`src/rtl/core/rab_pkg.sv`:
```
// Shared types, constants and a helper function of the RGBA alpha blend block.
// Depends on nothing; weight, lane, merge and top refer to it by scoped names.
package rab_pkg;

  localparam int unsigned ChanW     = 8;
  localparam int unsigned AlphaW    = 16;
  localparam int unsigned CfgIdxW   = 8;
  localparam int unsigned QOne      = 32768;
  localparam int unsigned FullScale = 255 * QOne;
  // Widest lane weight is the full scale 255 * 32768, which needs 23 bits.
  localparam int unsigned WeightW   = 23;
  // Lane sum after the divide by 32768; at most 255 * 255.
  localparam int unsigned SumW      = 16;

  typedef enum logic [CfgIdxW-1:0] {
    CfgOverlayMode = 8'd0,
    CfgAlphaQ      = 8'd1
  } cfg_reg_e;

  typedef struct packed {
    logic [ChanW-1:0] first_red;
    logic [ChanW-1:0] first_green;
    logic [ChanW-1:0] first_blue;
    logic [ChanW-1:0] first_opacity;
    logic [ChanW-1:0] second_red;
    logic [ChanW-1:0] second_green;
    logic [ChanW-1:0] second_blue;
    logic [ChanW-1:0] second_opacity;
  } pix_in_t;

  typedef struct packed {
    logic [ChanW-1:0] out_red;
    logic [ChanW-1:0] out_green;
    logic [ChanW-1:0] out_blue;
    logic [ChanW-1:0] out_opacity;
  } pix_out_t;

  // Weights shared by the lanes: one pair for the colour lanes, one for alpha.
  typedef struct packed {
    logic [WeightW-1:0] col_w1;
    logic [WeightW-1:0] col_w2;
    logic [WeightW-1:0] alp_w1;
    logic [WeightW-1:0] alp_w2;
  } weight_t;

  // Exact floor(v / 255) for v below 255 * 256.
  function automatic logic [ChanW-1:0] div255(input logic [SumW-1:0] v);
    logic [SumW:0] t;
    t = {1'b0, v} + (SumW+1)'(1) + {{(SumW+1-ChanW){1'b0}}, v[SumW-1:ChanW]};
    return t[SumW-1:ChanW];
  endfunction

endpackage

```
`src/rtl/core/rab_lane.sv`:
```
// One blend lane: product or bare operand, then weighted sum divided by 32768.
// Depends on rab_pkg.
module rab_lane (
  input  logic                          clk_i,
  input  logic                          en_a_i,
  input  logic                          en_b_i,
  input  logic                          use_prod_i,
  input  logic [rab_pkg::ChanW-1:0]     x1_i,
  input  logic [rab_pkg::ChanW-1:0]     y1_i,
  input  logic [rab_pkg::ChanW-1:0]     x2_i,
  input  logic [rab_pkg::ChanW-1:0]     y2_i,
  input  logic [rab_pkg::WeightW-1:0]   w1_i,
  input  logic [rab_pkg::WeightW-1:0]   w2_i,
  output logic [rab_pkg::SumW-1:0]      sum_o
);

  localparam int unsigned MW = 2 * rab_pkg::ChanW;
  localparam int unsigned PW = MW + rab_pkg::WeightW;

  logic [MW-1:0]            m1_d, m2_d, m1_q, m2_q;
  logic [PW-1:0]            p1, p2;
  logic [PW:0]              total;
  logic [rab_pkg::SumW-1:0] sum_d, sum_q;

  // Stage A: either the colour times its own alpha, or the bare value.
  always_comb begin
    if (use_prod_i) begin
      m1_d = MW'(x1_i) * MW'(y1_i);
      m2_d = MW'(x2_i) * MW'(y2_i);
    end else begin
      m1_d = MW'(x1_i);
      m2_d = MW'(x2_i);
    end
  end

  // Stage B: the sum never reaches 2^31, so bits 30:15 hold the quotient by 32768.
  always_comb begin
    p1    = PW'(m1_q) * PW'(w1_i);
    p2    = PW'(m2_q) * PW'(w2_i);
    total = {1'b0, p1} + {1'b0, p2};
    sum_d = total[rab_pkg::SumW+14:15];
  end

  always_ff @(posedge clk_i) begin
    if (en_a_i) begin
      m1_q <= m1_d;
      m2_q <= m2_d;
    end
    if (en_b_i) begin
      sum_q <= sum_d;
    end
  end

  assign sum_o = sum_q;

endmodule

```
`config.mk`:
```
export PLATFORM = sky130hd
export DESIGN_NAME = rab_lane
export DESIGN_NICKNAME = d
export VERILOG_FILES = /design/src/rtl/core/rab_pkg.sv /design/src/rtl/core/rab_lane.sv
export SDC_FILE = /design/constraint.sdc
export NUM_CORES = 2
export LEC_CHECK = 0
export ABC_AREA = 1
export BUFFER_PORTS_ARGS = -buffer_cell sky130_fd_sc_hd__buf_2
export CAP_MARGIN = 40
export CORE_ASPECT_RATIO = 0.5
export CORE_MARGIN = 5
export CORE_UTILIZATION = 55
export DETAILED_ROUTE_END_ITERATION = 10
export GPL_ROUTABILITY_DRIVEN = 0
export HOLD_SLACK_MARGIN = 0.1
export PLACE_DENSITY = 0.79
export SETUP_SLACK_MARGIN = 0.02
export SKIP_CTS_REPAIR_TIMING = 1
export SLEW_MARGIN = 20
export SYNTH_ARGS = -nofsm -noshare
export SYNTH_HDL_FRONTEND = slang
export SYNTH_SLANG_ARGS = --single-unit
```
`constraint.sdc`:
```
create_clock -name clk_i -period 15.8 [get_ports clk_i]
set_input_delay 3.16 -clock clk_i [delete_from_list [all_inputs] [get_ports clk_i]]
set_output_delay 3.16 -clock clk_i [all_outputs]
set_load 0.05 [all_outputs]
```
# == Yosys cells after proc, flatten, opt, wreduce, memory -nomap -nowiden ==
# Cells that the tools add are included.
# totals
regBits,48
input_bits,82
out_inout_bits,16
wordCells,12
# classes
add_sub_neg,1
multipliers,4
n_mux,2
# ops
cell,count
$mul A16 B23 Y31,2
$mul A8 B8 Y16,2
$add A31 B31 Y31,1
$mux W8,2

# == Logic depth before layout (Yosys ltp) ==
# depth
ltp_word,2
ltp_mapped,32

# == Worst setup path after synthesis ==
# No wires, ideal clock.
# synth_timing
kind,input-to-reg
startpoint,in w1_i[7] (netlist name)
endpoint,reg sum_q (netlist bit sum_o[5]) (data pin)
setup_time_ps,259
arrival_time_ps,8994
t_required_ps,15541
slack_ps,6547
path_stages,25
path_buffers,2
cell_sequence,clkbuf_1 clkbuf_1 nand2_1 fa_1 inv_1 fa_1 inv_1 fa_1 fa_1 inv_1 fa_1 fa_1 inv_1 fa_1 fa_1 inv_1 ha_1 a21o_1 a21oi_1 o21ai_1 nand2_1 nand2_1 nand2_1 nand2_1 xor2_1
# synth_between
elab_chain_cells,2
# synth_rtl
item,line_no,source
start: declaration,rab_lane.sv:12,"input logic [rab_pkg::WeightW-1:0] w1_i,"
$mul A16 B23 Y31,rab_lane.sv:38,p1 = PW'(m1_q) * PW'(w1_i);
$add A31 B31 Y31,rab_lane.sv:40,"total = {1'b0, p1} + {1'b0, p2};"
named net total[20],rab_lane.sv:22,logic [PW:0] total;
end signal: assignment,rab_lane.sv:50,sum_q <= sum_d;
end: declaration,rab_lane.sv:23,"logic [rab_pkg::SumW-1:0] sum_d, sum_q;"
# The timed path passes the listed nets, and every way through them passes these cells.
# A chain may end at the register's enable or synchronous reset.

# == Final worst setup path ==
# layout_timing
startpoint,in w1_i[9] (netlist name)
endpoint,reg sum_q (netlist bit sum_o[14]) (data pin)
# The elaborated chain is that of the path after synthesis.

==> results.sh <==
export IMPL_worst_setup_path_end_kind="flip-flop"
export IMPL_synth_edff_count=48
export IMPL_grt_usage_pct=25.7
export IMPL_min_period_ns=9.50
export IMPL_drt_iter0_markers=1917
export IMPL_dieArea_sq_um=55900
export IMPL_hp_class="reg -> reg"
export IMPL_tritoncts="yes"
export IMPL_hold_viol=0
export IMPL_die_h_microns=170
export IMPL_grt_pass1_vias=24514
export IMPL_rsz0062_at_grt="no"
export IMPL_postRouteAntennaNets=0
export IMPL_yosys_warnings=0
export IMPL_core_area_sq_um=50400
export IMPL_async_flop_share_pct=0
export IMPL_synth_area_top_cells="fa_1 (47%), inv_1 (16%), nand2_1 (14%)"
export IMPL_first_pass_iters=6
export IMPL_fin_setup_tns_ns=0
export IMPL_skew_ns=0.0205
export IMPL_clock_path_buffers=2
export IMPL_cts_buffers=5
export IMPL_syn2layout_area_growth_pct=4.25
export IMPL_ys_seq_elements=48
export IMPL_path_class="in -> reg"
export IMPL_fmax_ghz=0.105
export IMPL_drc=0
export IMPL_busiest_layer="met2"
export IMPL_relSlewSlack_pct=41.6
export IMPL_rows=58
export IMPL_start_util_pct=55.7
export IMPL_grt_util_met3_pct=4.12
export IMPL_hpwl_microns=57800
export IMPL_cts_sinks=48
export IMPL_grt_max_degree=33
export IMPL_path_max_fanout=16
export IMPL_critPathSlowestCell="fa_1"
export IMPL_yosysUniqueCellTypes=41
export IMPL_drv_cap=0
export IMPL_cp_required_ns=15.87
export IMPL_cpPeakStageDelay_ns=0.62
export IMPL_nets=4545
export IMPL_viasPerCell=5.16
export IMPL_finalSetupViolCount=0
export IMPL_cts_max_level=2
export IMPL_met1_usage_pct=31.9
export IMPL_use_met2_pct=45.5
export IMPL_crit_buf_inv=6
export IMPL_die_w_microns=330
export IMPL_run_status="completed"
export IMPL_grt_pass1_wl_microns=117000
export IMPL_layout_drive_gt1_share_pct=4.44
export IMPL_syn_nets=4595
export IMPL_grt_overflow=0
export IMPL_synthDominantCellAreaShare_pct=46.7
export IMPL_port_buffers=97
export IMPL_finalCritPeriodShare_pct=60.1
export IMPL_nFillCells=4407
export IMPL_synth_most_common_cell="inv_1"
export IMPL_yosysSeqAreaShare_pct=5.13
export IMPL_cp_top_family="adder cells"
export IMPL_synth_common_cells="inv_1 (1,231), nand2_1 (1,024), fa_1 (655)"
export IMPL_clk_pin_slew_ns=0.10
export IMPL_cpMostUsedCell="fa_1"
export IMPL_antenna_found_initial=2
export IMPL_pin_count=98
export IMPL_synthCells=3652
export IMPL_cts_root_buffer="clkbuf_16"
export IMPL_syn_area_per_cell_sq_um=7.69
export IMPL_synth_area_sq_um=28100
export IMPL_totalWireLength_microns=68700
export IMPL_start_kind="input pin"
export IMPL_cp_cell_sequence="buf_2 > nand2_1 > inv_1 > fa_1 > fa_1 > inv_1 > fa_1 > inv_1 > fa_1 > inv_1 > fa_1 > fa_1 > fa_1 > fa_1 > inv_1 > ha_1 > a21oi_1 > o21ai_0 > a21oi_1 > o221a_1 > nand2_1 > nand2_1 > nand2_1"
export IMPL_vias=22173
export IMPL_drv_slew=0
export IMPL_wl_per_cell_microns=16.0
export IMPL_max_slew_worst_pin_slew_ns=0.876
export IMPL_clock_latency_ns=0.34
export IMPL_yosysTopAreaCell="fa_1"
export IMPL_arrival_ns=9.57
export IMPL_ys_flop_type="edfxtp_1"
-- kinds of logic after synthesis --
group | synth area share (%)
buffers and inverters | 19.3
AND/OR/NAND/NOR | 16.0
adder cells (fa/ha/maj) | 55.9
AO/OA/AOI/OAI | 3.11
flip-flops | 5.13
XOR/XNOR | 0.530
-- worst reg2reg max path, stage by stage (launching register included) --
cell,delay (ns)
edfxtp_1,0.56
buf_8,0.24
nand2_1,0.09
inv_1,0.09
fa_1,0.45
fa_1,0.57
inv_1,0.07
fa_1,0.54
inv_1,0.06
fa_1,0.50
inv_1,0.06
fa_1,0.62
fa_1,0.45
fa_1,0.47
fa_1,0.49
inv_1,0.04
ha_1,0.38
a21oi_1,0.32
o21ai_0,0.24
a21oi_1,0.17
o221a_1,0.23
nand2_1,0.06
nand2_1,0.06
nand2_1,0.06
-- layout by cell type, fill, tap and decap left out, types with 10 or more instances in the layout --
cell type / instances
nand2_2: 11
nor2_1: 47
nand2_1: 1024
inv_1: 1231
o21ai_0: 42
fa_1: 655
nand3_1: 38
buf_8: 27
xor2_1: 10
buf_2: 97
a21oi_1: 67
ha_1: 206
edfxtp_1: 48
-- cell type report --
| class | instances | area, sq um | area share [%] |
|---|---|---|---|
| multi-input combinational | 2182 | 21200 | 72.5 |
| inverter | 1241 | 4660 | 15.9 |
| sequential | 48 | 1440 | 4.92 |
| timing repair buffer | 124 | 891 | 3.04 |
| tap | 690 | 863 | 2.95 |
| clock buffer | 5 | 125 | 0.428 |
| clock inverter | 3 | 68.8 | 0.235 |
| antenna | 1 | 2.50 | 0.00855 |
-- stage by stage --
stage	hold slack (ns)	setup slack [ns]	area, sq um	instances	util [%]
detailed placement	1.62	6.07	29000	4278	57.5
global placement	1.92	6.09	28700	4258	56.9
global route	1.72	6.08	29300	4294	58.1
finish	1.66	6.30	29300	4294	58.1
CTS	1.61	6.37	29200	4286	57.9
floorplan	1.10	6.55	28100	3652	-
-- per-layer routing --
layer	wire, microns	vias up	share of wire [%]
met3	6100	255	8.9
met4	3150	2	4.6
li1	-	9938	-
met5	7	-	0.010
met2	34100	1064	50
met1	25400	10914	37
-- final timing paths --
check,slack (ns),startpoint,to,depth (start not counted)
worst max-delay path,6.30,w1_i[9],sum_o[14],23
worst min-delay path,1.66,m1_q[0],sum_o[4],6
worst max register to register,8.73,m1_q[9],sum_o[14],23
worst min register to register,1.66,m1_q[0],sum_o[4],6
-- registers in the layout, summed over array words and instances, names as in the netlist --
register and flops:
sum_o 16, m2_q 16, m1_q 16
Power is not shown: default switching activity piles up to over one toggle a cycle in this logic, so the estimate is an artifact.
