===== src/rtl/core/rab_pkg.sv =====
// Shared types, constants and a helper function of the RGBA alpha blend block.
// Depends on nothing; weight, lane, merge and top refer to it by scoped names.
package rab_pkg;

  localparam int unsigned ChanW     = 8;
  localparam int unsigned AlphaW    = 16;
  localparam int unsigned CfgIdxW   = 8;
  localparam int unsigned QOne      = 32768;
  localparam int unsigned FullScale = 255 * QOne;
  // Widest lane weight is the full scale 255 * 32768, which needs 23 bits.
  localparam int unsigned WeightW   = 23;
  // Lane sum after the divide by 32768; at most 255 * 255.
  localparam int unsigned SumW      = 16;

  typedef enum logic [CfgIdxW-1:0] {
    CfgOverlayMode = 8'd0,
    CfgAlphaQ      = 8'd1
  } cfg_reg_e;

  typedef struct packed {
    logic [ChanW-1:0] first_red;
    logic [ChanW-1:0] first_green;
    logic [ChanW-1:0] first_blue;
    logic [ChanW-1:0] first_opacity;
    logic [ChanW-1:0] second_red;
    logic [ChanW-1:0] second_green;
    logic [ChanW-1:0] second_blue;
    logic [ChanW-1:0] second_opacity;
  } pix_in_t;

  typedef struct packed {
    logic [ChanW-1:0] out_red;
    logic [ChanW-1:0] out_green;
    logic [ChanW-1:0] out_blue;
    logic [ChanW-1:0] out_opacity;
  } pix_out_t;

  // Weights shared by the lanes: one pair for the colour lanes, one for alpha.
  typedef struct packed {
    logic [WeightW-1:0] col_w1;
    logic [WeightW-1:0] col_w2;
    logic [WeightW-1:0] alp_w1;
    logic [WeightW-1:0] alp_w2;
  } weight_t;

  // Exact floor(v / 255) for v below 255 * 256.
  function automatic logic [ChanW-1:0] div255(input logic [SumW-1:0] v);
    logic [SumW:0] t;
    t = {1'b0, v} + (SumW+1)'(1) + {{(SumW+1-ChanW){1'b0}}, v[SumW-1:ChanW]};
    return t[SumW-1:ChanW];
  endfunction

endpackage


===== src/rtl/core/rab_merge.sv =====
// Merge stage: divides the colour lane sums by 255 and packs the result beat.
// Depends on rab_pkg.
module rab_merge (
  input  logic                          clk_i,
  input  logic                          en_i,
  input  logic [rab_pkg::SumW-1:0]      red_sum_i,
  input  logic [rab_pkg::SumW-1:0]      green_sum_i,
  input  logic [rab_pkg::SumW-1:0]      blue_sum_i,
  input  logic [rab_pkg::SumW-1:0]      alpha_sum_i,
  output rab_pkg::pix_out_t             res_o
);

  rab_pkg::pix_out_t res_d, res_q;

  always_comb begin
    res_d.out_red     = rab_pkg::div255(red_sum_i);
    res_d.out_green   = rab_pkg::div255(green_sum_i);
    res_d.out_blue    = rab_pkg::div255(blue_sum_i);
    // The alpha lane is already in 0..255 after the divide by 32768.
    res_d.out_opacity = alpha_sum_i[rab_pkg::ChanW-1:0];
  end

  always_ff @(posedge clk_i) begin
    if (en_i) begin
      res_q <= res_d;
    end
  end

  assign res_o = res_q;

endmodule


===== config.mk =====
export PLATFORM = sky130hd
export DESIGN_NAME = rab_merge
export DESIGN_NICKNAME = d
export VERILOG_FILES = /design/src/rtl/core/rab_pkg.sv /design/src/rtl/core/rab_merge.sv
export SDC_FILE = /design/constraint.sdc
export NUM_CORES = 1
export LEC_CHECK = 0
export BUFFER_PORTS_ARGS = -buffer_cell sky130_fd_sc_hd__buf_2
export CELL_PAD_IN_SITES_DETAIL_PLACEMENT = 0
export CELL_PAD_IN_SITES_GLOBAL_PLACEMENT = 1
export CORE_UTILIZATION = 34
export DETAILED_ROUTE_END_ITERATION = 8
export PLACE_DENSITY = 0.87
export REMOVE_ABC_BUFFERS = 1
export SLEW_MARGIN = 20
export SYNTH_ARGS = -nofsm -noshare
export SYNTH_HDL_FRONTEND = slang
export SYNTH_SLANG_ARGS = --single-unit

===== constraint.sdc =====
create_clock -name clk_i -period 2.4 [get_ports clk_i]
set_input_delay 0.24 -clock clk_i [delete_from_list [all_inputs] [get_ports clk_i]]
set_output_delay 0.24 -clock clk_i [all_outputs]
set_load 0.005 [all_outputs]

# Word level (Yosys, flattened, before mapping)
# Index checks and enable logic that the tools add are counted.
# W data, S select, Z words.
dict set report totals {
  regBits 32
  inputBits 66
  output_inout_bits 32
  word_cells 10
}
dict set report classes {
  add_sub_neg 6
}
# operator n
set op_table {}
lappend op_table {{$add A16 B1 Y16 const B} 3}
lappend op_table {{$add A16 B8 Y16} 3}

# Logic depth before layout (Yosys ltp)
# Gate-level depths: netlist of the first run.
dict set report depth {
  ltp_word 2
  ltp_mapped 6
  mapped_depth_nobuf 6
}

# Worst setup path before layout of the first run
# No wires, ideal clock.
dict set report synth_path {
  path_type {input -> register}
  start {in blue_sum_i[4] in the netlist's numbering}
  end {reg res_q, in the netlist res_o[10], data pin}
  setup_time_ps 260
  arrival_ps 1534
  required_ps 2140
  setup_slack_ps 606
  stages 6
  n_path_buf 0
  path_cell_list {ha_1 > a211oi_2 > nor2_1 > o41ai_4 > nor2_1 > xor2_1}
}
# element line_no
set synth_rtl {}
lappend synth_rtl {{from (decl)} rab_merge.sv:8} ;# input logic [rab_pkg::SumW-1:0] blue_sum_i,
lappend synth_rtl {{to (signal assigned)} rab_merge.sv:25} ;# res_q <= res_d;
lappend synth_rtl {{to (decl)} rab_merge.sv:13} ;# rab_pkg::pix_out_t res_d, res_q;

==> results of run 1 <==
==> kinds of logic (layout without fill, tap and decap cells) <==
group | count (synthesis) | after routing | share of synthesized area [%]
AND/OR/NAND/NOR | 39 | 39 | 11.38
flip-flops | 32 | 32 | 52.32
XOR/XNOR | 24 | 24 | 11.44
adder cells (fa/ha/maj) | 21 | 21 | 14.31
AO/OA/AOI/OAI | 21 | 21 | 9.333
buffers and inverters | 6 | 102 | 1.226
==> metal layers <==
metal | GRT usage, % | wire length [um] | vias up
li1 | - | - | 733
met1 | 13.27 | 1346 | 633
met2 | 23.31 | 1670 | 54
met3 | 3.836 | 284 | 7
met4 | 6.173 | 68 | 0
met5 | 0 | 0 | -
==> synthesized netlist by cell type, types with 2 or more instances <==
cell and number:
nor2_1 7, inv_1 5, a21oi_1 6, or3_1 2, nand4_1 6, edfxtp_1 32, o211ai_1 2, xor2_1 4
o21ai_0 4, ha_1 21, nand2_1 7, xnor2_1 20, a211oi_2 2, nor3_2 2, nand3_1 8, and3_1 5
==> placed cells by master (no fill, tap or decap), types with 2 or more instances in the layout <==
master	instances
a211oi_2	2
and3_1	5
edfxtp_1	32
nand4_1	6
o21ai_0	4
nor2_1	7
xor2_1	4
xnor2_1	20
nor3_2	2
or3_1	2
clkbuf_8	5
ha_1	21
o211ai_1	2
nand3_1	8
nand2_1	7
buf_2	89
a21oi_1	6
inv_1	5
==> worst max path at each step <==
| stage | slack, ps | cells after the start | endpoint |
|---|---|---|---|
| 2_1_floorplan | 610 | 6 | res_o[10]$_DFFE_PP_ |
| 4_1_cts | 680 | 7 | res_o[10]$_DFFE_PP_ |
| 3_3_place_gp | 400 | 7 | res_o[11]$_DFFE_PP_ |
| 6_report | 690 | 7 | res_o[10]$_DFFE_PP_ |
| 3_5_place_dp | 380 | 7 | res_o[11]$_DFFE_PP_ |
| 5_1_grt | 570 | 7 | res_o[12]$_DFFE_PP_ |
==> worst max-delay path, delay by kind of cell <==
| kind | cells | cell delay [ps] |
|---|---|---|
| fa+ha+maj | 1 | 310 |
| buf+inv | 1 | 100 |
| simple gates | 2 | 200 |
| xor+xnor | 1 | 150 |
| compound gates | 2 | 720 |
==> cell type report <==
type                            instances  area [um^2]  area share, %
Multi-Input combinational cell        105        853.3          34.83
Sequential cell                        32        960.9          39.22
Tap cell                               70        87.58          3.575
Timing Repair Buffer                   89        445.4          18.18
Inverter                                5        18.77         0.7661
Clock buffer                            6        72.57          2.962
Clock inverter                          2        11.26         0.4597
==> power groups by stage <==
stage | Clock (mW) | Sequential [mW] | Combinational (mW)
3_5_place_dp | 0 | 0.702 | 0.272
2_1_floorplan | 0 | 0.711 | 0.118
3_3_place_gp | 0 | 0.699 | 0.267
5_1_grt | 0.411 | 0.695 | 0.305
4_1_cts | 0.396 | 0.690 | 0.273
6_report | 0.379 | 0.689 | 0.266
==> metrics.csv, run 1 <==
stage;metric;value;unit
synth;yosysSeqAreaShare;52.32;%
floorplanning;boundaryPins;98;
cts;htreeDepth;2;
worst_setup_path;worstSetupStartpoint;blue_sum_i[4];
sta;slew_violations;0;
synth;syn_avg_cell_area;12.84;um^2
floorplanning;coreArea;5140;um^2
synth;ys_ff_latch;32;
floorplanning;initial_core_util;35.74;%
pwr;p_sw;324.9;uW
placement;port_buffers;89;
hold_path;hold_path_end;res_o[6]$_DFFE_PP_;
floorplanning;die_w;75.50;um
worst_setup_path;critPathLaunchType;input port;
cts;cts_sinks;32;
final_layout;layoutNonFillerInstCount;309;
cts;numCtsBuffers;5;
cts;cts_tree;done;
cts;clk_pin_slew;60;ps
sta;tns;0;ps
sta;hold_violations;0;
sta;grt_setup_unrepaired;no;
synth;synthFlopType;edfxtp_1;
pwr;switching_share;24.36;%
routing;postRouteAntennaNets;0;
synth;synth-edff-count;32;
pwr;combPwrFrac;20.0;%
worst_setup_path;path_cells;buf_2 -> ha_1 -> a211oi_2 -> nor2_1 -> o41ai_4 -> nor2_1 -> xor2_1;
final_layout;syn2layout_area_growth;33.38;%
final_layout;drive_above_1_share;42.26;%
synth;synthDistinctLibCells;26;
sta;setup_viol;0;
cts;postCtsSetupRepairBufs;0;
pwr;irDropWorstVdd;0.0002293;V
sta;worst_slack;686.7;ps
global_routing;antenna_found_initial;0;
floorplanning;fp.dieH;75.50;um
routing;drc;0;
pwr;finalPower;1.334;mW
worst_setup_path;arrival;1740;ps
routing;num_vias;1427;
sta;holdWs;139.4;ps
worst_setup_path;cpMostUsedCell;nor2_1;
routing;wire_per_inst;10.91;um
synth;ys_top_cells_by_area;edfxtp_1 52%, ha_1 14%, xnor2_1 9.5%, nand3_1 2.2%, nand4_1 2.0%;
placement;routabilityCongestion;0.7656;
final_layout;largest_register_ffs;32;
global_routing;overflow;0;
placement;dp_cells;301;
final_layout;nets;325;
final_layout;nFillCells;499;
sta;tightest_slew;664.7;ps
worst_setup_path;cp_slowest_stage_delay;510;ps
sta;fmax;583.7;MHz
hold_path;min-delay-start;alpha_sum_i[6];
global_routing;grt_max_degree;33;
routing;drt_iter0_drc;22;
routing;via_per_inst;4.618;
worst_setup_path;path_max_fanout;7;
final_layout;final_util;47.66;%
job;maxCapViolations;0;
worst_setup_path;critical_path_class;input port to flop;
global_routing;grt_pass1_vias;1293;
hold_path;hp-class;input port to flop;
synth;synth_warnings;0;
cts;cts_buffer_depth;2;
sta;post-route-period-util;71.39;%
pwr;clockPowerShare;28.4;%
cts;cts_hold_buf;0;
global_routing;grt_pass1_wl;5354;um
synth;synth_top_area_share;52.32;%
worst_setup_path;cp_slowest_cell;o41ai_4;
synth;synth_top_area_cell;edfxtp_1;
synth;synth_area;1837;um^2
floorplanning;fp.dieArea;5700;um^2
outcome;status;complete, no violations;
final_layout;antennaDiodeCount;0;
worst_setup_path;critPathCaptureType;flop;
floorplanning;rows;26;
placement;placed_cell_area;2366;um^2
final_layout;final_design_area_no_fill;2450;um^2
cts;root_buffer;clkbuf_8;
routing;drt_pre_antenna_iters;4;
synth;syn_inst;143;
placement;place_worst_setup_slack;381.5;ps
pwr;power_density;544.5;nW/um^2
cts;cts_resized;0;
pwr;seqPwrFrac;51.6;%
hold_path;holdPathStages;1;
global_routing;grt_usage;12.74;%
placement;hpwl;2888;um
sta;post-route-min-period;1713;ps
synth;synthArstFlopShare;0;%
pwr;leakage;1.085;nW
routing;drt_wl_total;3370;um
worst_setup_path;worstPathRequired;2430;ps
sta;maxSlewHeadroom;55.69;%
pwr;p_int;1.009;mW
Note: power is estimated with default switching activity, not from simulation.
==> run 2: changes to the inputs <==
- CORE_UTILIZATION: 34 -> 30
- PLACE_DENSITY: 0.87 -> 0.82
- clock period: 2.4 -> 1.4 ns (I/O delays scaled with it)
==> run 2 against run 1 <==
  * Final cell count grew 11%
  * Cell area grew 18%
  * Non-clock buffer count grew 28
  * Hold slack lost 96 ps
  * Critical path type unchanged
  * Critical endpoint is now res_o[13]$_DFFE_PP_
  * Highest routed layer unchanged
==> metrics.csv, run 2 (synthesis gave the netlist of run 1 again) <==
stage;metric;value;unit;change
routing;drc;0;;unchanged
pwr;clockPowerShare;31.9;%;was 28.4%
sta;post-route-min-period;1395;ps;
final_layout;nFillCells;552;;was 499
worst_setup_path;critPathCaptureType;flop;;unchanged
routing;drt_pre_antenna_iters;4;;unchanged
pwr;irDropWorstVdd;0.0005071;V;was 0.0002293 V
sta;holdWs;43.36;ps;was 139.4 ps
placement;hpwl;3194;um;was 2888 um
final_layout;largest_register_ffs;32;;unchanged
floorplanning;fp.dieArea;6439;um^2;was 5700 um^2
global_routing;overflow;0;;unchanged
placement;routabilityCongestion;0.7447;;was 0.7656
cts;root_buffer;clkbuf_8;;unchanged
floorplanning;initial_core_util;31.02;%;was 35.74%
worst_setup_path;cp_slowest_cell;a211oi_2;;was o41ai_4
worst_setup_path;critPathLaunchType;input port;;unchanged
pwr;p_int;2.006;mW;was 1.009 mW
floorplanning;coreArea;5921;um^2;was 5140 um^2
final_layout;final_util;48.86;%;was 47.66%
routing;drt_iter0_drc;58;;was 22
routing;wire_per_inst;12.18;um;was 10.91 um
final_layout;final_common_cell;buf_2;;unchanged
job;maxCapViolations;0;;unchanged
routing;num_vias;1580;;was 1,427
placement;port_buffers;89;;unchanged
routing;via_per_inst;4.620;;was 4.618
sta;post-route-period-util;99.66;%;
worst_setup_path;cp_slowest_stage_delay;330;ps;was 510 ps
worst_setup_path;arrival;1420;ps;was 1740 ps
global_routing;grt_usage;12.62;%;was 12.74%
floorplanning;fp.dieH;80.25;um;was 75.50 um
global_routing;grt_pass1_wl;6223;um;was 5354 um
final_layout;nets;353;;was 325
hold_path;hp-class;input port to flop;;unchanged
cts;cts_buffer_depth;2;;unchanged
floorplanning;boundaryPins;98;;unchanged
cts;numCtsBuffers;5;;unchanged
placement;dp_cells;331;;was 301
sta;maxSlewHeadroom;80.01;%;was 55.69%
sta;fmax;716.7;MHz;
placement;placed_cell_area;2572;um^2;was 2366 um^2
final_layout;final_design_area_no_fill;2893;um^2;was 2450 um^2
pwr;leakage;1.269;nW;was 1.085 nW
outcome;status;complete, no violations;;unchanged
cts;cts_sinks;32;;unchanged
floorplanning;die_w;80.25;um;was 75.50 um
pwr;power_density;913.5;nW/um^2;was 544.5 nW/um^2
pwr;finalPower;2.643;mW;was 1.334 mW
final_layout;layoutNonFillerInstCount;342;;was 309
cts;clk_pin_slew;70;ps;was 60 ps
worst_setup_path;worstPathRequired;1420;ps;was 2430 ps
sta;hold_violations;0;;unchanged
worst_setup_path;path_cells;buf_2 -> ha_1 -> o21ai_1 -> a211oi_2 -> o41ai_4 -> buf_6 -> nor3_4 -> xnor2_1;;was buf_2 -> ha_1 -> a211oi_2 -> nor2_1 -> o41ai_4 -> nor2_1 -> xor2_1
global_routing;antenna_found_initial;0;;unchanged
routing;drt_wl_total;4166;um;was 3370 um
routing;postRouteAntennaNets;0;;unchanged
sta;setup_viol;0;;unchanged
sta;grt_setup_unrepaired;yes;;was no
pwr;combPwrFrac;23.3;%;was 20.0%
worst_setup_path;path_max_fanout;7;;unchanged
final_layout;drive_above_1_share;55.43;%;was 42.26%
sta;tightest_slew;298.4;ps;was 664.7 ps
pwr;p_sw;636.1;uW;was 324.9 uW
cts;cts_tree;done;;unchanged
final_layout;antennaDiodeCount;0;;unchanged
final_layout;layout_common_cells;85 x buf_2, 32 x edfxtp_1, 26 x buf_4, 19 x xnor2_1, 14 x ha_1;;was 89 x buf_2, 32 x edfxtp_1, 21 x ha_1, 20 x xnor2_1, 8 x nand3_1
sta;slew_violations;0;;unchanged
global_routing;grt_max_degree;33;;unchanged
worst_setup_path;critical_path_class;input port to flop;;unchanged
final_layout;syn2layout_area_growth;57.49;%;was 33.38%
pwr;seqPwrFrac;44.7;%;was 51.6%
cts;htreeDepth;2;;unchanged
global_routing;grt_pass1_vias;1464;;was 1,293
pwr;switching_share;24.07;%;was 24.36%
floorplanning;rows;28;;was 26
[run 2: critical path: cells and delay by family]
family / cells / cell delay, ps
AOI/OAI and AO/OA: 3 / 490
xor gates and xnor gates: 1 / 80
adders and majority gates: 1 / 270
buffers and inverters: 2 / 270
and+or+nand+nor: 1 / 160
[run 2: area by class of cell]
class,count,area [um^2],share of cell area [%]
sequential,32,960.9,33.22
multi-input combinational,105,1016,35.12
clock buffer,5,68.82,2.379
clock inverter,3,37.54,1.298
timing repair buffer,117,696.9,24.09
tap,75,93.84,3.244
inverter,5,18.77,0.6488
[run 2: timing repair]
item / CTS / global route
resized for setup: 4 / 31
setup endpoints to repair: 7 / 21
hold buffers: 0 / 0
gates cloned: 0 / 0
pin swaps: 3 / 6
setup buffers: 1 / 2
[run 2: worst paths after layout]
check / from / endpoint / slack (ps) / depth (start not counted)
setup / recovery: blue_sum_i[9] / res_o[13]$_DFFE_PP_ / 5 / 8
hold / removal: alpha_sum_i[7] / res_o[7]$_DFFE_PP_ / 40 / 1
[run 2: layer usage]
| layer | GRT usage [%] | vias to the layer above | routed length (um) |
|---|---|---|---|
| met5 | 0 | - | 0 |
| met1 | 14.25 | 726 | 1667 |
| met2 | 21.54 | 63 | 2145 |
| met4 | 5.000 | 0 | 27 |
| li1 | - | 789 | - |
| met3 | 4.545 | 2 | 325 |
[run 2: power by group through the flow]
stage	clock network, mW	registers (mW)	logic (mW)
after floorplan	0	1.22	0.203
after global placement	0	1.20	0.519
after detailed placement	0	1.20	0.531
after CTS	0.875	1.18	0.545
after global routing	0.915	1.19	0.686
final	0.844	1.18	0.617
[run 2: metrics by stage]
stage,TNS (ps),setup slack (ps)
3_3_place_gp,-6212,-383.4
5_1_grt,-236.6,-47.45
6_report,0,4.718
4_1_cts,0,3.527
3_5_place_dp,-6755,-401.9
2_1_floorplan,-2143,-294.3
