## config.mk

```make
export PLATFORM = sky130hd
export DESIGN_NAME = rab_weight
export DESIGN_NICKNAME = d
export VERILOG_FILES = /design/src/rtl/core/rab_pkg.sv /design/src/rtl/core/rab_weight.sv
export SDC_FILE = /design/constraint.sdc
export NUM_CORES = 1
export LEC_CHECK = 0
export BUFFER_PORTS_ARGS = -buffer_cell sky130_fd_sc_hd__clkbuf_2
export CAP_MARGIN = 15
export CORE_ASPECT_RATIO = 0.6
export CORE_UTILIZATION = 45
export DETAILED_ROUTE_END_ITERATION = 12
export HOLD_SLACK_MARGIN = 0.03
export PLACE_DENSITY = 0.67
export SLEW_MARGIN = 10
export SYNTH_ARGS = -nofsm -noshare
export SYNTH_HDL_FRONTEND = slang
export SYNTH_SLANG_ARGS = --single-unit
```

## constraint.sdc

```tcl
create_clock -name clk_i -period 7.8 [get_ports clk_i]
set_input_delay 1.56 -clock clk_i [delete_from_list [all_inputs] [get_ports clk_i]]
set_output_delay 1.56 -clock clk_i [all_outputs]
set_load 0.005 [all_outputs]
```

## src/rtl/core/rab_pkg.sv

```systemverilog
// Shared types, constants and a helper function of the RGBA alpha blend block.
// Depends on nothing; weight, lane, merge and top refer to it by scoped names.
package rab_pkg;

  localparam int unsigned ChanW     = 8;
  localparam int unsigned AlphaW    = 16;
  localparam int unsigned CfgIdxW   = 8;
  localparam int unsigned QOne      = 32768;
  localparam int unsigned FullScale = 255 * QOne;
  // Widest lane weight is the full scale 255 * 32768, which needs 23 bits.
  localparam int unsigned WeightW   = 23;
  // Lane sum after the divide by 32768; at most 255 * 255.
  localparam int unsigned SumW      = 16;

  typedef enum logic [CfgIdxW-1:0] {
    CfgOverlayMode = 8'd0,
    CfgAlphaQ      = 8'd1
  } cfg_reg_e;

  typedef struct packed {
    logic [ChanW-1:0] first_red;
    logic [ChanW-1:0] first_green;
    logic [ChanW-1:0] first_blue;
    logic [ChanW-1:0] first_opacity;
    logic [ChanW-1:0] second_red;
    logic [ChanW-1:0] second_green;
    logic [ChanW-1:0] second_blue;
    logic [ChanW-1:0] second_opacity;
  } pix_in_t;

  typedef struct packed {
    logic [ChanW-1:0] out_red;
    logic [ChanW-1:0] out_green;
    logic [ChanW-1:0] out_blue;
    logic [ChanW-1:0] out_opacity;
  } pix_out_t;

  // Weights shared by the lanes: one pair for the colour lanes, one for alpha.
  typedef struct packed {
    logic [WeightW-1:0] col_w1;
    logic [WeightW-1:0] col_w2;
    logic [WeightW-1:0] alp_w1;
    logic [WeightW-1:0] alp_w2;
  } weight_t;

  // Exact floor(v / 255) for v below 255 * 256.
  function automatic logic [ChanW-1:0] div255(input logic [SumW-1:0] v);
    logic [SumW:0] t;
    t = {1'b0, v} + (SumW+1)'(1) + {{(SumW+1-ChanW){1'b0}}, v[SumW-1:ChanW]};
    return t[SumW-1:ChanW];
  endfunction

endpackage

```

## src/rtl/core/rab_weight.sv

```systemverilog
// Blend weight stage: turns the mode, the clamped weight and the second alpha
// into registered lane weights. Depends on rab_pkg.
module rab_weight (
  input  logic                          clk_i,
  input  logic                          en_i,
  input  logic                          overlay_i,
  input  logic [rab_pkg::AlphaW-1:0]    al_i,
  input  logic [rab_pkg::ChanW-1:0]     a2_i,
  output rab_pkg::weight_t              wts_o
);

  localparam int unsigned TopW = rab_pkg::ChanW + rab_pkg::AlphaW;

  logic [TopW-1:0]                           top;
  logic [rab_pkg::AlphaW-1:0]                nb;
  rab_pkg::weight_t                          wts_d, wts_q;

  always_comb begin
    top = TopW'(a2_i) * TopW'(al_i);
    nb  = rab_pkg::AlphaW'(rab_pkg::QOne) - al_i;
    if (overlay_i) begin
      // Overlay: the second alpha scales the second pixel over the first.
      wts_d.col_w1 = rab_pkg::WeightW'(rab_pkg::FullScale) - top[rab_pkg::WeightW-1:0];
      wts_d.col_w2 = top[rab_pkg::WeightW-1:0];
      wts_d.alp_w1 = rab_pkg::WeightW'(rab_pkg::QOne);
      wts_d.alp_w2 = '0;
    end else begin
      wts_d.col_w1 = rab_pkg::WeightW'(nb);
      wts_d.col_w2 = rab_pkg::WeightW'(al_i);
      wts_d.alp_w1 = rab_pkg::WeightW'(nb);
      wts_d.alp_w2 = rab_pkg::WeightW'(al_i);
    end
  end

  always_ff @(posedge clk_i) begin
    if (en_i) begin
      wts_q <= wts_d;
    end
  end

  assign wts_o = wts_q;

endmodule

```

# Yosys cells after proc, flatten, opt, wreduce, memory -nomap -nowiden
# Cells that the tools add are included.
[totals]
out_inout_bits = 92
ff_bits = 92
word_cells = 12
in_bits = 27
[op_classes]
mul = 1
n_mux = 1
add_sub_neg = 2
[ops]
columns = ["operator", "n"]
rows = [
  ["two-way mux 85 bit", 1],
  ["multiplier 8 x 16 -> 23 bit", 1],
  ["subtractor 23 bit, first input constant", 1],
  ["subtractor 16 bit, first input constant", 1],
]

# Depth between registers and ports, before layout
# Gate-level depths: netlist of run 1.
[depth]
depth_word = 3
ltp_mapped = 21
ltp_nobuf = 19

# Worst setup path after synthesis of run 1
# No wires, ideal clock.
[synth_path]
kind = "input to register"
from = "in a2_i[7] in the netlist's numbering"
to = "reg wts_q (netlist bit wts_o[91]) (data pin)"
setup_time_ns = 0.262
n_path_buf = 1
required_time_ns = 7.538
arrival_ns = 6.674
cell_stages = 19
setup_slack_ns = 0.864
cell_sequence = "clkbuf_1 > nand2_1 > fa_1 > fa_1 > inv_1 > fa_1 > inv_1 > fa_1 > inv_1 > ha_1 > a21o_1 > a31o_4 > o2111ai_1 > nor3b_2 > xnor2_4 > nand3_2 > or3b_1 > nor4bb_2 > mux2_1"
[synth_via]
elab_chain_len = 2
[synth_lines]
columns = ["item", "line", "text"]
rows = [
  ["start: declaration", "rab_weight.sv:8", "input logic [rab_pkg::ChanW-1:0] a2_i,"],
  ["multiplier 8 x 16 -> 23 bit", "rab_weight.sv:19", "top = TopW'(a2_i) * TopW'(al_i);"],
  ["subtractor 23 bit", "rab_weight.sv:23", "wts_d.col_w1 = rab_pkg::WeightW'(rab_pkg::FullScale) - top[rab_pkg::WeightW-1:0];"],
  ["end signal: assignment", "rab_weight.sv:37", "wts_q <= wts_d;"],
  ["end: declaration", "rab_weight.sv:16", "rab_pkg::weight_t wts_d, wts_q;"],
]
# Every way passes these cells.
# A chain may end at the register's enable or synchronous reset.

# Final worst setup path of run 1
[layout_path]
from = "in a2_i[4] in the netlist's numbering"
to = "reg wts_q (netlist bit wts_o[91]) (data pin)"
# The elaborated chain is that of the path after synthesis.

==> reports/metrics.csv, run 1 <==
stage;metric;value;unit
status;outcome;finished clean;
timing;rsz0062_at_grt;no;
placement;dp_cells;1064;
layout;mostFrequentLayoutCells;inv_1, and2_1, clkbuf_2, fa_1, edfxtp_1;
pwr;power_frac_seq;20.0;%
timing;worst_pin_slew;760;ps
pwr;ir_drop;0.254;mV
placement;place_congestion;0.842;
timing;fin_crit;7050;ps
setup_path;critPathRequiredTime;7880;ps
setup_path;critPathArrivalTime;7130;ps
synthesis;syn_inst;765;
synthesis;synth-edff-count;76;
timing;setup_viol;0;
layout;syn_to_final_growth;11.4;%
detailed_routing;viasPerCell;5.10;
pwr;cellLeakagePower;4.10;nW
min_path;min_path_type;primary input to flip-flop;
clock_network;holdBufCountCts;0;
clock_network;clk_path_buf_depth;2;
placement;portBuffers;104;
flow_run;cap_violations;0;
detailed_routing;drtIter0Drc;392;
synthesis;ys_seq_elements;76;
pwr;swShare;45.5;%
min_path;whs_path_depth;1;
pwr;power_frac_clock;12.2;%
synthesis;ys_async_sr_fraction;0;%
clock_network;postCtsResizedCells;0;
global_route;grt_overflow;0;
setup_path;crit_type;primary input to flip-flop;
timing;tns;0;ps
layout;antenna_cells;0;
pwr;switchingPower;0.00150;W
synthesis;yosys_warnings;0;
synthesis;ys_seq_area_share;29.1;%
floorplan;die_area;18000;um2
clock_network;cts_tree;done;
synthesis;synth.distinct_cells;69;
setup_path;cp-start-kind;primary input;
setup_path;endpoint_kind;flip-flop;
min_path;worstHoldStart;en_i;
clock_network;cts_inserted_buffers;9;
setup_path;crit_fanout;16;
clock_network;cts_setup_buffers;0;
timing;setup_slack;753;ps
pwr;power_density;377;nW/um2
detailed_routing;ant_nets;0;
synthesis;avgSynthCellArea;10.2;um2
detailed_routing;post_drt_wl_per_cell;16.6;um
synthesis;syn_area;7840;um2
global_route;grt_pass1_wl;30.2;mm
clock_network;htree_num_levels;3;
detailed_routing;drt_first_pass_iters;5;
timing;finalHoldViolations;0;
clock_network;cts-root-buf;clkbuf_16;
layout;final_nets;1001;
placement;dp_hpwl;13.7;mm
floorplan;fp.dieW;172;um
global_route;first_global_vias;5654;
layout;layout_commonest_cell;inv_1;
placement;dp_slack;434;ps
pwr;internal-power;0.00179;W
clock_network;clk_pin_slew;60;ps
pwr;comb_power_share;67.7;%
detailed_routing;drc_errors;0;
layout;instances_no_fill;1080;
layout;drive_above_1_share;17.7;%
clock_network;clock_sinks;76;
timing;fmax;142;MHz
synthesis;synth_flop_cell;edfxtp_1;
timing;slew_headroom;49.3;%
layout;largest_reg_flops;76;
floorplan;die_h;104;um
global_route;grt_usage;21.7;%
layout;final_core_util;52.5;%
floorplan;core-area;16600;um2
timing;min_period_over_period;90.3;%
timing;drv_slew;0;
detailed_routing;vias;5510;
detailed_routing;totalWireLength;17.9;mm
floorplan;start_util;47.1;%
global_route;grt_max_degree;67;
floorplan;num_rows;36;
floorplan;io_pins;119;
global_route;antenna_found_initial;0;
min_path;hold_end;wts_o[66];
[metal layers]
metal / up-vias / global-route usage [%] / wire (um)
met3: 4 / 4.11 / 1230
met4: 0 / 2.09 / 51
li1: 2611 / - / -
met5: - / 0 / 0
met1: 2701 / 33.5 / 8940
met2: 194 / 32.3 / 7660
[through the flow]
stage                     instance area [um2]  total power (W)  hold WS (ps)
after floorplan                          7890          0.00233          1670
after CTS                                8730          0.00330          1650
after global placement                   8440          0.00287          1960
final                                    8730          0.00329          1660
after detailed placement                 8440          0.00287          1960
after global routing                     8730          0.00359          1660
[kinds of logic after synthesis]
logic type	count (synthesis)	synth area share [%]
fa+ha+maj	127	28.2
flops	76	29.1
simple gates	266	19.2
compound gates	87	8.40
other cells	1	0.0479
buf+inv	158	8.75
xor+xnor	48	5.89
mux	2	0.335
[synth_stat cells (4+ instances only)]
master    count  area [um2]
ha_1         44         551
nand3_1       8        40.0
fa_1         83        1660
and3_1        8        50.1
clkbuf_1     30         113
a21o_1       30         225
nand2_1      51         191
nor2b_1      16         100
o21bai_1      4        30.0
nor3_1       11        55.1
nor2_1       37         139
or3_1         4        25.0
o21ai_0       5        25.0
nand2b_1      4        25.0
xnor2_1      32         280
o21ai_1       4        20.0
and2_1      105         657
xor2_1       12         105
inv_1       107         402
edfxtp_1     76        2280
a21oi_1      14        70.1
a31oi_1       6        37.5
buf_4        16         120
[how the worst max path moves through the flow]
stage	from	endpoint	cells past startpoint
6_report	a2_i[4]	wts_o[91]	18
5_1_grt	a2_i[4]	wts_o[91]	18
4_1_cts	a2_i[4]	wts_o[91]	18
3_5_place_dp	a2_i[4]	wts_o[91]	18
3_3_place_gp	al_i[4]	wts_o[91]	18
2_1_floorplan	a2_i[7]	wts_o[91]	19
[power groups by stage]
stage                     clock, W  sequential (W)  combinational [W]
after floorplan                  0        0.000671            0.00166
after global placement           0        0.000667            0.00220
after detailed placement         0        0.000664            0.00220
after CTS                 0.000406        0.000660            0.00223
after global routing      0.000426        0.000670            0.00249
final                     0.000402        0.000659            0.00223
[cell type report]
type	count	area [um2]
Fill cell	1519	7890
Multi-Input combinational cell	544	4920
Sequential cell	76	2280
Timing Repair Buffer	108	551
Inverter	108	405
Tap cell	228	285
Clock buffer	12	236
Clock inverter	4	50.0
[worst max-delay path, stage by stage]
cell and delay (ps):
clkbuf_2 250, and2_1 240, fa_1 550, fa_1 440
fa_1 540, inv_1 50, fa_1 530, inv_1 40
ha_1 420, and3_1 250, a221oi_2 350, o211ai_2 190
a21oi_1 250, xnor2_2 170, nand3_2 130, or3b_1 450
nor4bb_2 330, mux2_1 350
Note: power is estimated with default switching activity, not from simulation.
==> run 2, diff against run 1 <==
BUFFER_PORTS_ARGS = unset   (was -buffer_cell sky130_fd_sc_hd__clkbuf_2)
DONT_BUFFER_PORTS = 1   (was unset)
PLACE_DENSITY = 0.62   (was 0.67)
==> reports/metrics.csv, run 2 (synthesis gave the netlist of run 1 again) <==
stage;metric;value;unit;change
floorplan;die_h;104;um;unchanged
timing;min_period_over_period;85.8;%;was 90.3%
placement;place_congestion;0.838;;was 0.842
detailed_routing;drtIter0Drc;390;;was 392
clock_network;cts_inserted_buffers;9;;unchanged
detailed_routing;ant_nets;0;;unchanged
pwr;power_density;382;nW/um2;was 377 nW/um2
global_route;grt_usage;21.0;%;was 21.7%
global_route;grt_overflow;0;;unchanged
setup_path;crit_type;primary input to flip-flop;;unchanged
placement;portBuffers;0;;was 104
layout;syn_to_final_growth;4.06;%;was 11.4%
floorplan;num_rows;36;;unchanged
detailed_routing;viasPerCell;5.34;;was 5.10
global_route;antenna_found_initial;0;;unchanged
pwr;swShare;45.8;%;was 45.5%
clock_network;htree_num_levels;3;;unchanged
timing;finalHoldViolations;0;;unchanged
layout;final_nets;895;;was 1,001
timing;drv_slew;0;;unchanged
clock_network;cts_setup_buffers;0;;unchanged
clock_network;cts_tree;done;;unchanged
timing;fmax;149;MHz;was 142 MHz
detailed_routing;vias;5195;;was 5,510
layout;instances_no_fill;972;;was 1,080
pwr;internal-power;0.00169;W;was 0.00179 W
global_route;first_global_vias;5432;;was 5,654
pwr;switchingPower;0.00143;W;was 0.00150 W
setup_path;endpoint_kind;flip-flop;;unchanged
detailed_routing;totalWireLength;17.3;mm;was 17.9 mm
detailed_routing;dr_wl_met2;7.76;mm;was 7.66 mm
setup_path;critPathArrivalTime;6780;ps;was 7130 ps
flow_run;cap_violations;0;;unchanged
layout;nFillCells;1512;;was 1,519
detailed_routing;drt-met1-wl;8.32;mm;was 8.94 mm
timing;slew_headroom;58.5;%;was 49.3%
status;outcome;finished clean;;unchanged
timing;rsz0062_at_grt;no;;unchanged
clock_network;cts-root-buf;clkbuf_16;;unchanged
pwr;power_frac_clock;11.7;%;was 12.2%
setup_path;critPathRequiredTime;7880;ps;about the same
pwr;cellLeakagePower;3.64;nW;was 4.10 nW
floorplan;core-area;16600;um2;unchanged
setup_path;cp-start-kind;primary input;;unchanged
pwr;power_frac_seq;22.1;%;was 20.0%
detailed_routing;highest_layer;met4;;unchanged
layout;layout_commonest_cell;inv_1;;unchanged
pwr;comb_power_share;66.2;%;was 67.7%
placement;dp_hpwl;13.2;mm;was 13.7 mm
global_route;grt_max_degree;77;;was 67
detailed_routing;drc_errors;0;;unchanged
setup_path;crit_fanout;10;;was 16
layout;largest_reg_flops;76;;unchanged
floorplan;io_pins;119;;unchanged
floorplan;start_util;47.1;%;unchanged
timing;fin_crit;6690;ps;was 7050 ps
detailed_routing;drt_first_pass_iters;5;;unchanged
pwr;ir_drop;0.242;mV;was 0.254 mV
layout;drive_above_1_share;5.91;%;was 17.7%
floorplan;die_area;18000;um2;unchanged
layout;mostFrequentLayoutCells;inv_1, and2_1, fa_1, edfxtp_1, nand2_1;;was inv_1, and2_1, clkbuf_2, fa_1, edfxtp_1
clock_network;holdBufCountCts;0;;unchanged
min_path;min_path_type;primary input to flip-flop;;unchanged
timing;worst_pin_slew;617;ps;was 760 ps
floorplan;fp.dieW;172;um;unchanged
detailed_routing;post_drt_wl_per_cell;17.8;um;was 16.6 um
timing;tns;0;ps;unchanged
detailed_routing;wl_met3;1.14;mm;was 1.23 mm
global_route;grt_pass1_wl;29.1;mm;was 30.2 mm
clock_network;clk_pin_slew;60;ps;about the same
layout;antenna_cells;0;;unchanged
clock_network;clock_sinks;76;;unchanged
timing;setup_viol;0;;unchanged
clock_network;clk_path_buf_depth;2;;unchanged
placement;dp_cells;958;;was 1,064
clock_network;postCtsResizedCells;0;;unchanged
## run 2: cell count changes in the layout (fill, tap and decap cells not counted), sizes merged
cell / delta
buf: -3
bufinv: -1
clkbuf: -104
## run 2: layout make-up
cell class	instances	area, um2	share of cell area (%)
Clock inverter	3	16.3	0.199
Tap cell	228	285	3.50
Sequential cell	76	2280	28.0
Inverter	108	405	4.97
Multi-Input combinational cell	544	4920	60.3
Clock buffer	11	233	2.85
Timing Repair Buffer	2	15.0	0.184
## run 2: final timing paths
check	start	cells after the start	endpoint	slack, ps
hold / removal	en_i	0	wts_o[71]	1340
setup / recovery	al_i[1]	17	wts_o[91]	1110
## run 2: metrics by stage
stage / hold slack (ps) / power [W] / area (um2) / setup WS (ps) / utilization, %
2_1_floorplan: 1670 / 0.00233 / 7890 / 864 / -
3_3_place_gp: 1680 / 0.00273 / 7910 / 843 / 47.6
3_5_place_dp: 1680 / 0.00273 / 7910 / 756 / 47.6
4_1_cts: 1340 / 0.00312 / 8150 / 1090 / 49.1
5_1_grt: 1330 / 0.00339 / 8150 / 847 / 49.1
6_report: 1340 / 0.00312 / 8150 / 1110 / 49.1
## run 2: critical path, stage by stage
cell and delay, ps:
and2_1 150, fa_1 510, fa_1 520, fa_1 550
inv_1 60, fa_1 530, inv_1 40, ha_1 420
and3_1 250, a221oi_2 350, o211ai_2 180, a21oi_1 250
xnor2_2 170, nand3_2 140, or3b_1 450, nor4bb_2 310
mux2_1 340
## run 2: metal layers
metal / GRT usage (%) / vias up
met5: 0 / -
met4: 2.84 / 0
met3: 5.25 / 12
met2: 32.5 / 149
met1: 30.1 / 2639
li1: - / 2395
## run 2: power by group through the flow
stage / clock, W / combinational, W / sequential [W]
floorplan: 0 / 0.00166 / 0.000671
global placement: 0 / 0.00203 / 0.000701
detailed placement: 0 / 0.00203 / 0.000695
CTS: 0.000364 / 0.00206 / 0.000692
global route: 0.000379 / 0.00231 / 0.000704
finish: 0.000363 / 0.00207 / 0.000690
==> run 3, diff against run 2 <==
BUFFER_PORTS_ARGS = -buffer_cell sky130_fd_sc_hd__clkbuf_2   (was unset)
DONT_BUFFER_PORTS = unset   (was 1)
PLACE_DENSITY = 0.67   (was 0.62)
clock period = 7.9 ns   (was 7.8 ns; I/O delays follow)
==> reports/metrics.csv, run 3 (synthesis gave the netlist of run 1 again) <==
stage;metric;value;unit;change
pwr;p_total;0.00324;W;was 0.00312 W
placement;dp_hpwl;13.6;mm;was 13.2 mm
pwr;power_density;371;nW/um2;was 382 nW/um2
floorplan;io_pins;119;;unchanged
status;outcome;finished clean;;unchanged
detailed_routing;viasPerCell;5.12;;was 5.34
clock_network;holdBufCountCts;0;;unchanged
global_route;grt_usage;21.4;%;was 21.0%
clock_network;clk_path_buf_depth;2;;unchanged
global_route;grt_pass1_wl;29.8;mm;was 29.1 mm
detailed_routing;ant_nets;0;;unchanged
clock_network;cts_tree;done;;unchanged
clock_network;cts_inserted_buffers;9;;unchanged
pwr;ir_drop;0.255;mV;was 0.242 mV
detailed_routing;drtIter0Drc;362;;was 390
global_route;grt_overflow;0;;unchanged
layout;layout_commonest_cell;inv_1;;unchanged
flow_run;cap_violations;0;;unchanged
clock_network;htree_num_levels;3;;unchanged
setup_path;endpoint_kind;flip-flop;;unchanged
detailed_routing;drc_errors;0;;unchanged
timing;finalHoldViolations;0;;unchanged
detailed_routing;post_drt_wl_per_cell;16.4;um;was 17.8 um
floorplan;die_area;18000;um2;unchanged
setup_path;critPathRequiredTime;7980;ps;was 7880 ps
timing;holdWs;1670;ps;was 1340 ps
placement;place_congestion;0.842;;was 0.838
global_route;antenna_found_initial;0;;unchanged
timing;tns;0;ps;unchanged
timing;rsz0062_at_grt;no;;unchanged
layout;syn_to_final_growth;11.4;%;was 4.06%
clock_network;cts-root-buf;clkbuf_16;;unchanged
layout;mostFrequentLayoutCells;inv_1, and2_1, clkbuf_2, fa_1, edfxtp_1;;was inv_1, and2_1, fa_1, edfxtp_1, nand2_1
layout;antenna_cells;0;;unchanged
layout;final_nets;1001;;was 895
setup_path;crit_type;primary input to flip-flop;;unchanged
setup_path;cp-start-kind;primary input;;unchanged
floorplan;core-area;16600;um2;unchanged
timing;worst_pin_slew;754;ps;was 617 ps
timing;fmax;141;MHz;
placement;portBuffers;104;;was 0
timing;min_period_over_period;89.5;%;
floorplan;start_util;47.1;%;unchanged
layout;multi_input_area;4920;um2;unchanged
global_route;grt_max_degree;67;;was 77
floorplan;num_rows;36;;unchanged
clock_network;clock_sinks;76;;unchanged
pwr;cellLeakagePower;4.10;nW;was 3.64 nW
detailed_routing;drt_first_pass_iters;5;;unchanged
layout;drive_above_1_share;17.7;%;was 5.91%
min_path;min_path_type;primary input to flip-flop;;unchanged
detailed_routing;totalWireLength;17.7;mm;was 17.3 mm
layout;nFillCells;1505;;was 1,512
clock_network;clk_pin_slew;60;ps;about the same
timing;fin_crit;7070;ps;
timing;drv_slew;0;;unchanged
setup_path;critPathArrivalTime;7150;ps;was 6780 ps
global_route;first_global_vias;5563;;was 5,432
timing;setup_viol;0;;unchanged
layout;register_area;2280;um2;unchanged
layout;largest_reg_flops;76;;unchanged
detailed_routing;vias;5530;;was 5,195
setup_path;crit_fanout;13;;was 10
clock_network;postCtsResizedCells;0;;unchanged
floorplan;fp.dieW;172;um;unchanged
timing;slew_headroom;49.8;%;was 58.5%
floorplan;die_h;104;um;unchanged
clock_network;cts_setup_buffers;0;;unchanged
run 3: cell count changes in the layout (fill, tap and decap cells not counted), sizes merged:
| cell | change |
|---|---|
| buf | +3 |
| bufinv | +1 |
| clkbuf | +104 |
run 3: metrics by stage:
step / cells / worst slack, ps / utilization, % / area, um2
detailed placement: 1064 / 513 / 50.8 / 8440
floorplan: 778 / 944 / - / 7890
global placement: 1064 / 629 / 50.8 / 8440
finish: 1080 / 832 / 52.5 / 8730
CTS: 1080 / 874 / 52.5 / 8730
global route: 1080 / 566 / 52.5 / 8730
run 3: cell type report:
| cell class | count | area share (%) |
|---|---|---|
| clock buffers | 12 | 2.71 |
| repair buffers | 108 | 6.31 |
| inverters | 108 | 4.65 |
| multi-input cells | 544 | 56.3 |
| flip-flops and latches | 76 | 26.2 |
| clock inverters | 4 | 0.573 |
| well taps | 228 | 3.27 |
run 3: report_power, final:
part	total, W	internal [W]	leakage [nW]	switching [W]
registers	0.000650	0.000614	0.736	0.0000361
clock network	0.000398	0.000244	0.134	0.000154
logic	0.00219	0.000912	3.23	0.00128
total	0.00324	0.00177	4.10	0.00147
run 3: worst paths after layout:
kind                  cells after the start  slack [ps]    start   endpoint
worst max-delay path                     18         830  al_i[4]  wts_o[91]
worst min-delay path                      1        1670     en_i  wts_o[64]
run 3: worst max-delay path, cell delays in order:
cell and delay (ps):
clkbuf_2 240, and2_1 260, fa_1 560, fa_1 440
fa_1 540, inv_1 50, fa_1 530, inv_1 50
ha_1 420, and3_1 250, a221oi_2 350, o211ai_2 190
a21oi_1 240, xnor2_2 170, nand3_2 130, or3b_1 460
nor4bb_2 340, mux2_1 350
run 3: metal layers:
metal / global-route usage [%] / wire length, um / vias to the layer above / part of all wire, %
met5: 0 / 0 / - / 0
met4: 1.83 / 46 / 0 / 0.26
met3: 3.58 / 969 / 6 / 5.5
met2: 32.5 / 7710 / 162 / 43
met1: 32.8 / 9020 / 2758 / 51
li1: - / - / 2604 / -
